<file path="src/hdl/assert_macros.svh">
// ----------------------------------------------------------------------------
// Assertion macros
// Concurrent checks clocked on clk_i and disabled while rst_ni is low.
// ----------------------------------------------------------------------------
`ifndef ASSERT_MACROS_SVH
`define ASSERT_MACROS_SVH

`ifndef SYNTHESIS
`define ASSERT_ALWAYS(name, expr) \
  name: assert property (@(posedge clk_i) disable iff (!rst_ni) (expr)) \
    else $error("assertion failed");
`define ASSERT_NEXT(name, ante, cons) \
  name: assert property (@(posedge clk_i) disable iff (!rst_ni) (ante) |=> (cons)) \
    else $error("assertion failed");
`else
`define ASSERT_ALWAYS(name, expr)
`define ASSERT_NEXT(name, ante, cons)
`endif

`endif

</file>
<file path="src/hdl/lbcd_pkg.sv">
// ----------------------------------------------------------------------------
// lbcd_pkg
// Shared types, constants and helpers of the lower-bound circulation solver.
// ----------------------------------------------------------------------------
package lbcd_pkg;

  localparam int MaxNodes = 16;
  localparam int MaxEdges = 32;
  localparam int NodeW    = 4;
  localparam int EdgeW    = 5;
  localparam int CntW     = 6;
  localparam int CapW     = 16;
  localparam int LevW     = 5;
  localparam int SumW     = 21;
  localparam int SpW      = 5;
  localparam int ArcW     = 8;
  localparam int ArcDepth = 256;
  localparam int CfgW     = 4;

  localparam logic [NodeW-1:0] MaxOrdNode = 4'd14;
  localparam logic [NodeW-1:0] NodeCountReset = 4'd14;

  localparam logic [1:0] STAT_FEASIBLE   = 2'd0;
  localparam logic [1:0] STAT_INFEASIBLE = 2'd1;
  localparam logic [1:0] STAT_OVERFLOW   = 2'd2;

  typedef struct packed {
    logic [3:0]  edge_from;
    logic [3:0]  edge_to;
    logic [15:0] lower_bound;
    logic [15:0] upper_bound;
    logic        last_edge;
  } in_item_t;

  typedef struct packed {
    logic [1:0]  status;
    logic [4:0]  edge_index;
    logic [15:0] edge_flow;
    logic        last_result;
  } out_item_t;

  typedef struct packed {
    logic             rev;
    logic [EdgeW-1:0] k;
    logic [1:0]       t;
  } arc_t;

  typedef struct packed {
    logic done;
    arc_t a;
  } carc_t;

  typedef struct packed {
    logic [NodeW-1:0] from;
    logic [NodeW-1:0] to;
    logic [CapW-1:0]  low;
    logic [CapW-1:0]  span;
  } edge_t;

  typedef struct packed {
    arc_t             a;
    logic [NodeW-1:0] tail;
    logic [CapW-1:0]  cap;
  } stk_t;

  typedef struct packed {
    logic [NodeW-1:0] node;
    logic [LevW-1:0]  enc;
  } qent_t;

  typedef enum logic [4:0] {
    ST_IDLE, ST_BLD_RD, ST_BLD_WR, ST_BFS_INIT, ST_BFS_POP, ST_BFS_ISS, ST_BFS_EVL,
    ST_DFS_INIT, ST_DFS_ISS, ST_DFS_EVL, ST_DFS_ADV, ST_AUG_MIN, ST_AUG_A, ST_AUG_B,
    ST_CHECK, ST_OUT_RD0, ST_OUT_RD1, ST_OUT_SUM, ST_EMIT_OVF, ST_EMIT_INF
  } state_e;

  typedef enum logic [4:0] {
    OP_NONE, OP_LOAD, OP_BLD_RD, OP_BLD_WR, OP_BFS_INIT, OP_BFS_POP, OP_ARC_SCAN,
    OP_BFS_EVL, OP_DFS_INIT, OP_DFS_RD, OP_DFS_EVL, OP_POP, OP_DFS_ADV, OP_AUG_START,
    OP_AUG_MIN, OP_AUG_A, OP_AUG_B, OP_OUT_INIT, OP_OUT_RD0, OP_OUT_RD1, OP_OUT_WAIT,
    OP_OUT_PUT, OP_EMIT_OVF, OP_EMIT_INF
  } op_e;

  typedef struct packed {
    op_e op;
  } dp_cmd_t;

  typedef struct packed {
    logic accept;
    logic in_last;
    logic ovf_next;
    logic sub_last;
    logic k_last;
    logic bad;
    logic q_nonempty;
    logic sink_hit;
    logic scan_last;
    logic u_is_sink;
    logic cur_done;
    logic sp_zero;
    logic sp_one;
    logic total_ok;
    logic out_free;
  } dp_stat_t;

  function automatic carc_t arc_next(carc_t c, logic [CntW-1:0] m);
    carc_t            r;
    logic [EdgeW-1:0] kl;
    r  = c;
    kl = EdgeW'(m - 1'b1);
    if (c.a.t != 2'd2) begin
      r.a.t = c.a.t + 2'd1;
    end else begin
      r.a.t = 2'd0;
      if (c.a.k != kl) begin
        r.a.k = c.a.k + 1'b1;
      end else begin
        r.a.k = '0;
        if (c.a.rev) begin
          r.done = 1'b1;
        end else begin
          r.a.rev = 1'b1;
        end
      end
    end
    return r;
  endfunction

  function automatic arc_t arc_pair(arc_t a);
    arc_t r;
    r     = a;
    r.rev = ~a.rev;
    return r;
  endfunction

endpackage

</file>
<file path="src/hdl/lbcd_ctrl.sv">
// ----------------------------------------------------------------------------
// lbcd_ctrl
// Sequencer: load, arc build, level search, blocking-flow search, readout, error results.
// ----------------------------------------------------------------------------
module lbcd_ctrl import lbcd_pkg::*; (
  input  logic     clk_i,
  input  logic     rst_ni,
  input  dp_stat_t stat_i,
  output dp_cmd_t  cmd_o
);

  state_e state_q, state_d;

  always_ff @(posedge clk_i or negedge rst_ni) begin
    if (!rst_ni) begin
      state_q <= ST_IDLE;
    end else begin
      state_q <= state_d;
    end
  end

  always_comb begin
    state_d = state_q;
    case (state_q)
      ST_IDLE: begin
        if (stat_i.accept && stat_i.in_last) begin
          state_d = stat_i.ovf_next ? ST_EMIT_OVF : ST_BLD_RD;
        end
      end
      ST_BLD_RD: state_d = ST_BLD_WR;
      ST_BLD_WR: begin
        if (stat_i.sub_last) begin
          if (!stat_i.k_last) begin
            state_d = ST_BLD_RD;
          end else begin
            state_d = stat_i.bad ? ST_EMIT_INF : ST_BFS_INIT;
          end
        end
      end
      ST_BFS_INIT: state_d = ST_BFS_POP;
      ST_BFS_POP: begin
        if (stat_i.q_nonempty) begin
          state_d = ST_BFS_ISS;
        end else begin
          state_d = stat_i.sink_hit ? ST_DFS_INIT : ST_CHECK;
        end
      end
      ST_BFS_ISS: state_d = ST_BFS_EVL;
      ST_BFS_EVL: state_d = stat_i.scan_last ? ST_BFS_POP : ST_BFS_ISS;
      ST_DFS_INIT: state_d = ST_DFS_ISS;
      ST_DFS_ISS: begin
        if (stat_i.u_is_sink) begin
          state_d = ST_AUG_MIN;
        end else if (!stat_i.cur_done) begin
          state_d = ST_DFS_EVL;
        end else if (stat_i.sp_zero) begin
          state_d = ST_BFS_INIT;
        end else begin
          state_d = ST_DFS_ADV;
        end
      end
      ST_DFS_EVL: state_d = ST_DFS_ISS;
      ST_DFS_ADV: state_d = ST_DFS_ISS;
      ST_AUG_MIN: begin
        if (stat_i.sp_one) begin
          state_d = ST_AUG_A;
        end
      end
      ST_AUG_A: state_d = ST_AUG_B;
      ST_AUG_B: state_d = stat_i.sp_one ? ST_DFS_ISS : ST_AUG_A;
      ST_CHECK: state_d = stat_i.total_ok ? ST_OUT_RD0 : ST_EMIT_INF;
      ST_OUT_RD0: state_d = ST_OUT_RD1;
      ST_OUT_RD1: state_d = ST_OUT_SUM;
      ST_OUT_SUM: begin
        if (stat_i.out_free) begin
          state_d = stat_i.k_last ? ST_IDLE : ST_OUT_RD0;
        end
      end
      ST_EMIT_OVF, ST_EMIT_INF: begin
        if (stat_i.out_free) begin
          state_d = ST_IDLE;
        end
      end
      default: state_d = ST_IDLE;
    endcase
  end

  always_comb begin
    cmd_o.op = OP_NONE;
    case (state_q)
      ST_IDLE:     cmd_o.op = OP_LOAD;
      ST_BLD_RD:   cmd_o.op = OP_BLD_RD;
      ST_BLD_WR:   cmd_o.op = OP_BLD_WR;
      ST_BFS_INIT: cmd_o.op = OP_BFS_INIT;
      ST_BFS_POP:  cmd_o.op = OP_BFS_POP;
      ST_BFS_ISS:  cmd_o.op = OP_ARC_SCAN;
      ST_BFS_EVL:  cmd_o.op = OP_BFS_EVL;
      ST_DFS_INIT: cmd_o.op = OP_DFS_INIT;
      ST_DFS_ISS: begin
        if (stat_i.u_is_sink) begin
          cmd_o.op = OP_AUG_START;
        end else if (!stat_i.cur_done) begin
          cmd_o.op = OP_DFS_RD;
        end else if (!stat_i.sp_zero) begin
          cmd_o.op = OP_POP;
        end
      end
      ST_DFS_EVL:  cmd_o.op = OP_DFS_EVL;
      ST_DFS_ADV:  cmd_o.op = OP_DFS_ADV;
      ST_AUG_MIN:  cmd_o.op = OP_AUG_MIN;
      ST_AUG_A:    cmd_o.op = OP_AUG_A;
      ST_AUG_B:    cmd_o.op = OP_AUG_B;
      ST_CHECK:    cmd_o.op = stat_i.total_ok ? OP_OUT_INIT : OP_NONE;
      ST_OUT_RD0:  cmd_o.op = OP_OUT_RD0;
      ST_OUT_RD1:  cmd_o.op = OP_OUT_RD1;
      ST_OUT_SUM:  cmd_o.op = stat_i.out_free ? OP_OUT_PUT : OP_OUT_WAIT;
      ST_EMIT_OVF: cmd_o.op = stat_i.out_free ? OP_EMIT_OVF : OP_NONE;
      ST_EMIT_INF: cmd_o.op = stat_i.out_free ? OP_EMIT_INF : OP_NONE;
      default:     cmd_o.op = OP_NONE;
    endcase
  end

endmodule

</file>
<file path="config.mk">
export PLATFORM = sky130hd
export DESIGN_NAME = lbcd_ctrl
export DESIGN_NICKNAME = d
export VERILOG_FILES = /design/src/hdl/assert_macros.svh /design/src/hdl/lbcd_pkg.sv /design/src/hdl/lbcd_ctrl.sv
export SDC_FILE = /design/constraint.sdc
export NUM_CORES = 1
export LEC_CHECK = 0
export BUFFER_PORTS_ARGS = -buffer_cell sky130_fd_sc_hd__buf_4
export CORE_MARGIN = 2
export CORE_UTILIZATION = 50
export CTS_BUF_LIST = sky130_fd_sc_hd__clkbuf_8
export CTS_CLUSTER_SIZE = 12
export DETAILED_ROUTE_END_ITERATION = 10
export PLACE_DENSITY = 0.83
export SETUP_SLACK_MARGIN = 0.4
export SLEW_MARGIN = 20
export SYNTH_ARGS = -nofsm -noshare
export SYNTH_HDL_FRONTEND = slang
export SYNTH_SLANG_ARGS = --single-unit
</file>
<file path="constraint.sdc">
create_clock -name clk_i -period 2.2 [get_ports clk_i]
set_clock_uncertainty 0.05 [all_clocks]
set_input_delay 0.11 -clock clk_i [delete_from_list [all_inputs] [get_ports clk_i]]
set_output_delay 0.11 -clock clk_i [all_outputs]
set_load 0.005 [all_outputs]
</file>
### Word level (Yosys, flattened, before mapping)

Index checks and enable logic that the tools add are counted.

* flip-flop bits (word level): 5
* bits of input ports: 17
* output and inout port bits: 5
* logic and storage cells: 56

* equal/unequal tests: 24
* muxes and demuxes: 26
* reductions and logical operators: 5

Operators by type and width (number)
* 5-bit one-hot mux with 20 select lines: 1
* 5-bit one-hot mux with 17 select lines: 1
* 5-bit two-way mux: 12
* 5-bit by 4-bit equality test with 1-bit output, second input constant: 8
* 4-bit two-way mux: 9
* 5-bit by 3-bit equality test with 1-bit output, second input constant: 4
* 5-bit equality test, second input constant: 4
* 5-bit by 2-bit equality test with 1-bit output, second input constant: 2
* 2-bit != test, second input constant: 5
* 5-bit by 1-bit equality test with 1-bit output, second input constant: 1
* 5-bit logical NOT: 1
* 5-bit AND reduction: 1
* 3-bit two-way mux: 1
* 3-bit OR reduction: 1
* 1-bit two-way mux: 2
* 2-bit OR reduction: 1
* 1-bit logical AND: 1

### Logic depth before layout (Yosys ltp)

Gate-level depths: netlist of run 1.

* depth after elaboration: 4
* mapped depth: 7
* mapped depth without buffers: 5

### Worst setup path after synthesis of run 1

No wires, ideal clock.

* path type: register to register
* start: reg state_q[0]
* end: reg state_q[4]
* setup time: 0.125 ns
* data arrival time: 1.352 ns
* required time: 2.025 ns
* setup slack: 0.673 ns
* cell stages (with the launch flop): 6
* buffers on the path: 1
* clock period less this slack: 1.527 ns
* cell sequence: dfrtp_1 -> buf_2 -> nor4_1 -> a311o_2 -> o21bai_4 -> o21bai_2

* longest elaborated chain between the ends: 4
* elaborated cells on any way between the ends: 29
* those cells by class: eq/ne: 24; mux: 1; reduce/logical: 4

Ends and longest elaborated chain
* start, declared: line lbcd_ctrl.sv:12 `state_e state_q, state_d;`
* start signal, assigned: line lbcd_ctrl.sv:18 `state_q <= state_d;`
* 5-bit equality test: line lbcd_ctrl.sv:24 `case (state_q)`
* 2-bit OR reduction: line lbcd_ctrl.sv:24
* 2-bit != test (no source line)
* 5-bit AND reduction (no source line)

Parallel ways exist; a longest one is shown, timed or not.
A chain may end at the register's enable or synchronous reset.

==> flow_metrics.env, run 1 <==
export IMPL_finalHoldViolCount=0
export IMPL_post_synth_inst_count=113
export IMPL_clk_pin_slew_worst_paths_ns=0.04
export IMPL_cp_arrival_ns=1.61
export IMPL_avgSynthCellArea_um2=7.26
export IMPL_cp_max_fo=17
export IMPL_hold_worst_slack_ns=0.140
export IMPL_fin_crit_sh_pct=80.3
export IMPL_switching_share_pct=47.1
export IMPL_netlist_area_um2=821
export IMPL_placement_rows=14
export IMPL_max_vdd_ir_drop_mv=0.999
export IMPL_layout_filler_cells=116
export IMPL_routed_wirelength_mm=2.42
export IMPL_post_route_cells_drive_above_1_share_pct=37.9
export IMPL_holdCritStartpoint="stat_i[2]"
export IMPL_grt_pass1_wl_mm=3.97
export IMPL_route_detailed_wl_per_inst_um=15.5
export IMPL_initial_utilization_pct=53.9
export IMPL_cpPeakStageDelay_ns=0.53
export IMPL_reg2reg_slack_ns=0.47
export IMPL_max_slew_violation_total_from_the_final_report=0
export IMPL_worst_setup_path_type="flop to primary output"
export IMPL_die_w_um=44.5
export IMPL_gr_total_overflow=0
export IMPL_critPathSlowestCell="sky130_fd_sc_hd__dfrtp_2"
export IMPL_drtIter0Drc=52
export IMPL_drt_antenna_violating_nets=0
export IMPL_largest_register="state_q"
export IMPL_port_buffer_count=21
export IMPL_multiInputGateArea_um2=636
export IMPL_diodes_inserted=0
export IMPL_power_density_cell_area_nw_per_um2=1430
export IMPL_status="finished, final reports clean"
export IMPL_synth_async_sr_flop_share_pct=100
export IMPL_portion_of_total_power_attributed_to_sequential_cells_pct=15.0
export IMPL_slew_headroom_pct=71.1
export IMPL_routabilityCongestion=0.931
export IMPL_period_needed_ns=1.77
export IMPL_synth_distinct_cells=47
export IMPL_drt_pre_antenna_iters=5
export IMPL_tightest_slew_ns=0.423
export IMPL_crit_reg2reg_launch="state_q[0]"
export IMPL_r2r_end="state_q[2]"
export IMPL_postLayoutCoreUtil_pct=73.5
export IMPL_synth_seq_cells=5
export IMPL_power_share_clock_pct=10.4
export IMPL_design_core_area_um2=1520
export IMPL_numCtsBuffers=3
export IMPL_comb_power_share_pct=74.6
export IMPL_insertion_delay_ns=0.22
export IMPL_rsz_0062_raised_after_global_routing="yes"
export IMPL_h_tree_depth=1
export IMPL_fmax_ghz=0.566
export IMPL_worst_hold_path_type="input port to flop"
export IMPL_yosys_warnings=0
export IMPL_endpoint_kind_of_the_worst_setup_timing_path="primary output"
export IMPL_largest_register_ff_count=5
export IMPL_floorplan_io_pins=22
export IMPL_timing_critical_path_from_type="flop"
export IMPL_cts_tree="built"
export IMPL_totalNegativeSetupSlack_ns=0
export IMPL_antenna_found_initial=0
export IMPL_pin_count_of_the_biggest_net_entering_global_routing=22
export IMPL_drt_drc_violations_left=0
export IMPL_synthFlopType="sky130_fd_sc_hd__dfrtp_1"
export IMPL_die_h_um=44.5
export IMPL_die_area_um2=1980
export IMPL_whs_path_depth=4
export IMPL_cts_sinks=5
export IMPL_clock_path_buffers=2
export IMPL_finalSetupViolations=0
export IMPL_cts_root_buffer_cell="sky130_fd_sc_hd__clkbuf_8"
export IMPL_p_int_mw=0.846
export IMPL_switching_power_of_the_nets_mw=0.752
export IMPL_synth_net_count=130
export IMPL_ff2ff_path_depth=5
export IMPL_dp_hpwl_mm=1.63
export IMPL_worstHoldEndpoint="state_q[3]"
export IMPL_top_regs="state_q (5)"
export IMPL_num_nets_final=158
export IMPL_grt_use_total_pct=26.7
export IMPL_flow_area_growth_from_synthesis_pct=36.4
export IMPL_worst_endpoint_required_ns=2.04
export IMPL_routed_via_density=6.24
export IMPL_p_leak_nw=0.462
export IMPL_routed_via_count=974
export IMPL_crit_path_cell_trace="maj3_1 > o21ai_1 > nand2_1 > o21ai_0 > buf_4"
export IMPL_first_global_vias=866
export IMPL_synth_enable_flop_cells=0
export IMPL_synth_sequential_area_ratio_pct=15.2
export IMPL_area_sequential_um2=130
export IMPL_maxcap_violations=0
[cells by family (layout without fill, tap and decap cells)]
logic type,after synthesis,count (layout),share of synthesized area (%)
simple gates,54,54,37.0
compound gates,35,35,33.5
fa+ha+maj,1,1,1.22
flops,5,5,15.2
xor+xnor,1,1,1.07
buf+inv,16,43,10.7
mux,1,1,1.22
[layout make-up]
type,instances,share of cell area (%)
Clock inverter,1,0.335
Multi-Input combinational cell,92,56.8
Timing Repair Buffer,33,23.8
Clock buffer,3,3.69
Inverter,6,2.01
Tap cell,16,1.79
Sequential cell,5,11.6
[Yosys cell counts, types with 2 or more instances]
master,instances,area share (%)
sky130_fd_sc_hd__buf_6,2,2.7
sky130_fd_sc_hd__nand2b_1,3,2.3
sky130_fd_sc_hd__nand3b_1,2,1.8
sky130_fd_sc_hd__buf_2,7,4.3
sky130_fd_sc_hd__inv_1,6,2.7
sky130_fd_sc_hd__nor3b_1,2,1.8
sky130_fd_sc_hd__a31oi_1,2,1.5
sky130_fd_sc_hd__nand3_1,7,4.3
sky130_fd_sc_hd__o21ai_2,2,2.1
sky130_fd_sc_hd__nor2b_1,3,2.3
sky130_fd_sc_hd__a211oi_1,3,2.7
sky130_fd_sc_hd__nor4_1,4,3.0
sky130_fd_sc_hd__a21oi_1,4,2.4
sky130_fd_sc_hd__nor3_1,3,1.8
sky130_fd_sc_hd__nor2_1,8,3.7
sky130_fd_sc_hd__dfrtp_1,5,15
sky130_fd_sc_hd__nand2_1,14,6.4
sky130_fd_sc_hd__o21ai_0,7,4.3
[power by group through the flow]
| stage | combinational, mW | sequential, mW | clock, mW |
|---|---|---|---|
| global placement | 0.967 | 0.261 | 0 |
| CTS | 1.07 | 0.244 | 0.169 |
| detailed placement | 0.982 | 0.263 | 0 |
| floorplan | 0.839 | 0.157 | 0 |
| finish | 1.19 | 0.240 | 0.166 |
| global route | 1.29 | 0.246 | 0.176 |
[through the flow]
stage / power [mW] / setup slack, ns / area, um^2 / cells
global route: 1.71 / 0.321 / 1120 / 156
floorplan: 0.996 / 0.673 / 821 / 113
global placement: 1.23 / 0.370 / 971 / 145
finish: 1.60 / 0.433 / 1120 / 156
CTS: 1.48 / 0.379 / 1060 / 154
detailed placement: 1.25 / 0.331 / 971 / 145
[layer usage]
layer	vias to the layer above	share of wire, %	track usage, %
met2	47	50	44.9
met3	4	7.3	3.27
met5	-	0	0
met1	444	41	35.9
li1	479	-	-
met4	0	1.4	6.67
[layout by cell type (no fill, tap or decap), types with 4 or more instances in the layout]
cell	synthesis	layout
sky130_fd_sc_hd__buf_4	1	30
sky130_fd_sc_hd__nand2_1	14	14
sky130_fd_sc_hd__inv_1	6	7
sky130_fd_sc_hd__nor2_1	8	7
sky130_fd_sc_hd__nand3_1	7	7
sky130_fd_sc_hd__o21ai_0	7	5
sky130_fd_sc_hd__a21oi_1	4	4
sky130_fd_sc_hd__nor4_1	4	4
sky130_fd_sc_hd__dfrtp_2	0	4
[what timing repair did]
action	CTS	global route
hold buffers	1	0
buffers inserted	4	2
endpoints found under the setup margin	9	8
endpoints found under the hold margin	5	0
resized for setup	4	8
[how the worst max path moves through the flow]
stage | from | to | slack [ns] | cells after the start
after floorplan | state_q[0] | state_q[4] | 0.67 | 5
after global placement | state_q[1] | state_q[4] | 0.37 | 5
after detailed placement | state_q[1] | state_q[4] | 0.33 | 5
after CTS | state_q[3] | cmd_o[2] | 0.38 | 6
after global routing | state_q[2] | cmd_o[3] | 0.32 | 5
final | state_q[0] | cmd_o[2] | 0.43 | 5
[critical path: cells and delay by family (launching register included)]
kind                       cells  cell delay (ns)
DFF                            1             0.53
adders and majority gates      1             0.39
AOI/OAI and AO/OA              2             0.23
buffers and inverters          1             0.14
and+or+nand+nor                1             0.09
No activity file was read; power rests on OpenSTA's default activity.
==> inputs of run 2 (changes only) <==
--- a/config.mk
+++ b/config.mk
@@ -7,11 +7,11 @@
 export LEC_CHECK = 0
 export BUFFER_PORTS_ARGS = -buffer_cell sky130_fd_sc_hd__buf_4
 export CORE_MARGIN = 2
-export CORE_UTILIZATION = 50
+export CORE_UTILIZATION = 49
 export CTS_BUF_LIST = sky130_fd_sc_hd__clkbuf_8
 export CTS_CLUSTER_SIZE = 12
 export DETAILED_ROUTE_END_ITERATION = 10
-export PLACE_DENSITY = 0.83
+export PLACE_DENSITY = 0.85
 export SETUP_SLACK_MARGIN = 0.4
 export SLEW_MARGIN = 20
 export SYNTH_ARGS = -nofsm -noshare
==> constraint.sdc (replaced) <==
create_clock -name clk_i -period 1.6 [get_ports clk_i]
set_clock_uncertainty 0.05 [all_clocks]
set_input_delay 0.08 -clock clk_i [delete_from_list [all_inputs] [get_ports clk_i]]
set_output_delay 0.08 -clock clk_i [all_outputs]
set_load 0.005 [all_outputs]
==> run 2 against run 1 <==
  * The flow now finishes with violations (negative setup slack)
  * Non-clock buffer count up 27
  * Worst setup slack worse by 0.68 ns
  * Via count up 33%
  * Total power up 94%
  * Clock-buffer cell count unchanged
  * Clock power up 46%
  * Sequential power up 27%
  * Flip-flop and latch count unchanged
  * Die area up 1.9%
  * Final area up 31%
  * Combinational power up 110%
  * Highest routed layer unchanged
==> flow_metrics.env, run 2 (synthesis results as in run 1) <==
export IMPL_routabilityCongestion=0.892
export IMPL_port_buffer_count=21
export IMPL_post_route_cells_drive_above_1_share_pct=59.9
export IMPL_routed_via_density=7.09
export IMPL_design_core_area_um2=1540
export IMPL_routed_via_count=1298
export IMPL_antenna_found_initial=0
export IMPL_drt_pre_antenna_iters=5
export IMPL_crit_reg2reg_launch="state_q[3]"
export IMPL_placement_rows=14
export IMPL_p_leak_nw=0.618
export IMPL_power_density_cell_area_nw_per_um2=2120
export IMPL_totalNegativeSetupSlack_ns=-1.86
export IMPL_fin_crit_sh_pct=115
export IMPL_cts_tree="built"
export IMPL_floorplan_io_pins=22
export IMPL_most_common_layout_cells="sky130_fd_sc_hd__buf_4 (51), sky130_fd_sc_hd__nand2_1 (12), sky130_fd_sc_hd__buf_6 (7)"
export IMPL_ff2ff_path_depth=6
export IMPL_slew_headroom_pct=74.1
export IMPL_fmax_ghz=0.543
export IMPL_r2r_end="state_q[0]"
export IMPL_max_vdd_ir_drop_mv=1.45
export IMPL_dp_hpwl_mm=2.10
export IMPL_insertion_delay_ns=0.23
export IMPL_reg2reg_slack_ns=-0.21
export IMPL_worst_hold_path_type="input port to async pin"
export IMPL_drt_drc_violations_left=0
export IMPL_layout_commonest_cell="sky130_fd_sc_hd__buf_4"
export IMPL_worst_setup_path_type="flop to primary output"
export IMPL_postLayoutCoreUtil_pct=94.8
export IMPL_status="complete, but fails checks"
export IMPL_maxcap_violations=0
export IMPL_grt_pass1_wl_mm=5.82
export IMPL_layout_filler_cells=43
export IMPL_cp_max_fo=6
export IMPL_gr_total_overflow=0
export IMPL_final_critical_path_setup_slack_ns=-0.242
export IMPL_cts_sinks=5
export IMPL_flow_area_growth_from_synthesis_pct=78.0
export IMPL_numCtsBuffers=3
export IMPL_period_needed_ns=1.84
export IMPL_cp_arrival_ns=1.71
export IMPL_num_nets_final=185
export IMPL_finalSetupViolations=10
export IMPL_clock_path_buffers=2
export IMPL_tightest_slew_ns=0.386
export IMPL_h_tree_depth=1
export IMPL_largest_register="state_q"
export IMPL_top_regs="state_q (5)"
export IMPL_max_slew_violation_total_from_the_final_report=0
export IMPL_route_detailed_wl_per_inst_um=22.6
export IMPL_die_area_um2=2020
export IMPL_die_h_um=44.9
export IMPL_clk_pin_slew_worst_paths_ns=0.04
export IMPL_drtIter0Drc=108
export IMPL_rsz_0062_raised_after_global_routing="yes"
export IMPL_failing_checks="negative setup slack"
export IMPL_worst_endpoint_required_ns=1.47
export IMPL_pin_count_of_the_biggest_net_entering_global_routing=19
export IMPL_grt_use_total_pct=39.8
export IMPL_timing_critical_path_from_type="flop"
export IMPL_drt_antenna_violating_nets=0
export IMPL_die_w_um=44.9
export IMPL_finalHoldViolCount=0
export IMPL_cts_root_buffer_cell="sky130_fd_sc_hd__clkbuf_8"
export IMPL_routed_wirelength_mm=4.13
export IMPL_diodes_inserted=0
export IMPL_endpoint_kind_of_the_worst_setup_timing_path="primary output"
export IMPL_largest_register_ff_count=5
export IMPL_initial_utilization_pct=53.2
export IMPL_first_global_vias=1182
## run 2: cell count changes in the layout (fill, tap and decap cells not counted), sizes merged
cell,delta
buf,+27
## run 2: repair_timing
item	CTS	global route
endpoints found under the setup margin	10	10
endpoints found under the hold margin	5	0
resized for setup	19	19
hold buffers	1	0
pin swaps	6	4
setup buffers	9	2
## run 2: routing by layer
metal / track usage (%) / wire [um] / up-vias
met3: 7.60 / 412 / 43
met5: 0 / 0 / -
met1: 47.5 / 1480 / 597
met4: 12.9 / 361 / 0
li1: - / - / 529
met2: 70.9 / 1870 / 129
## run 2: final cells by class
class	instances	area (um^2)	share of cell area, %
multi-input combinational	92	752	51.5
timing repair buffer	60	492	33.6
sequential	5	130	8.90
clock buffer	3	41.3	2.83
inverter	6	22.5	1.54
tap	16	20.0	1.37
clock inverter	1	3.75	0.257
## run 2: worst max path at each step
stage	start	to	slack, ns	cells after the start
floorplan	state_q[4]	state_q[4]	0.08	5
global placement	state_q[3]	state_q[1]	-0.05	6
detailed placement	state_q[2]	state_q[0]	-0.13	5
CTS	state_q[3]	cmd_o[2]	-0.12	7
global route	state_q[3]	cmd_o[1]	-0.25	8
finish	state_q[3]	cmd_o[1]	-0.24	8
## run 2: worst max-delay path: stages (launching register included)
cell,delay [ns]
sky130_fd_sc_hd__dfrtp_2,0.45
sky130_fd_sc_hd__buf_6,0.15
sky130_fd_sc_hd__buf_4,0.16
sky130_fd_sc_hd__nor2b_4,0.13
sky130_fd_sc_hd__nand2_1,0.06
sky130_fd_sc_hd__nand2_1,0.07
sky130_fd_sc_hd__a22oi_2,0.18
sky130_fd_sc_hd__o22ai_1,0.13
sky130_fd_sc_hd__buf_4,0.15
## run 2: where the power goes
part / internal [mW] / switching (mW) / total (mW) / leakage, nW
sequential: 0.190 / 0.115 / 0.305 / 0.0599
combinational: 1.25 / 1.30 / 2.55 / 0.531
clock: 0.166 / 0.0764 / 0.242 / 0.0269
## run 2: stage by stage
stage	hold WS (ns)	setup WS, ns	power, mW	instance area, um^2	instances
4_1_cts	0.103	-0.123	2.70	1370	181
6_report	0.140	-0.242	3.10	1460	183
3_5_place_dp	-0.167	-0.134	2.20	1170	167
5_1_grt	0.154	-0.252	3.20	1460	183
3_3_place_gp	-0.170	-0.0511	2.15	1170	167
2_1_floorplan	-0.266	0.0823	1.49	876	113
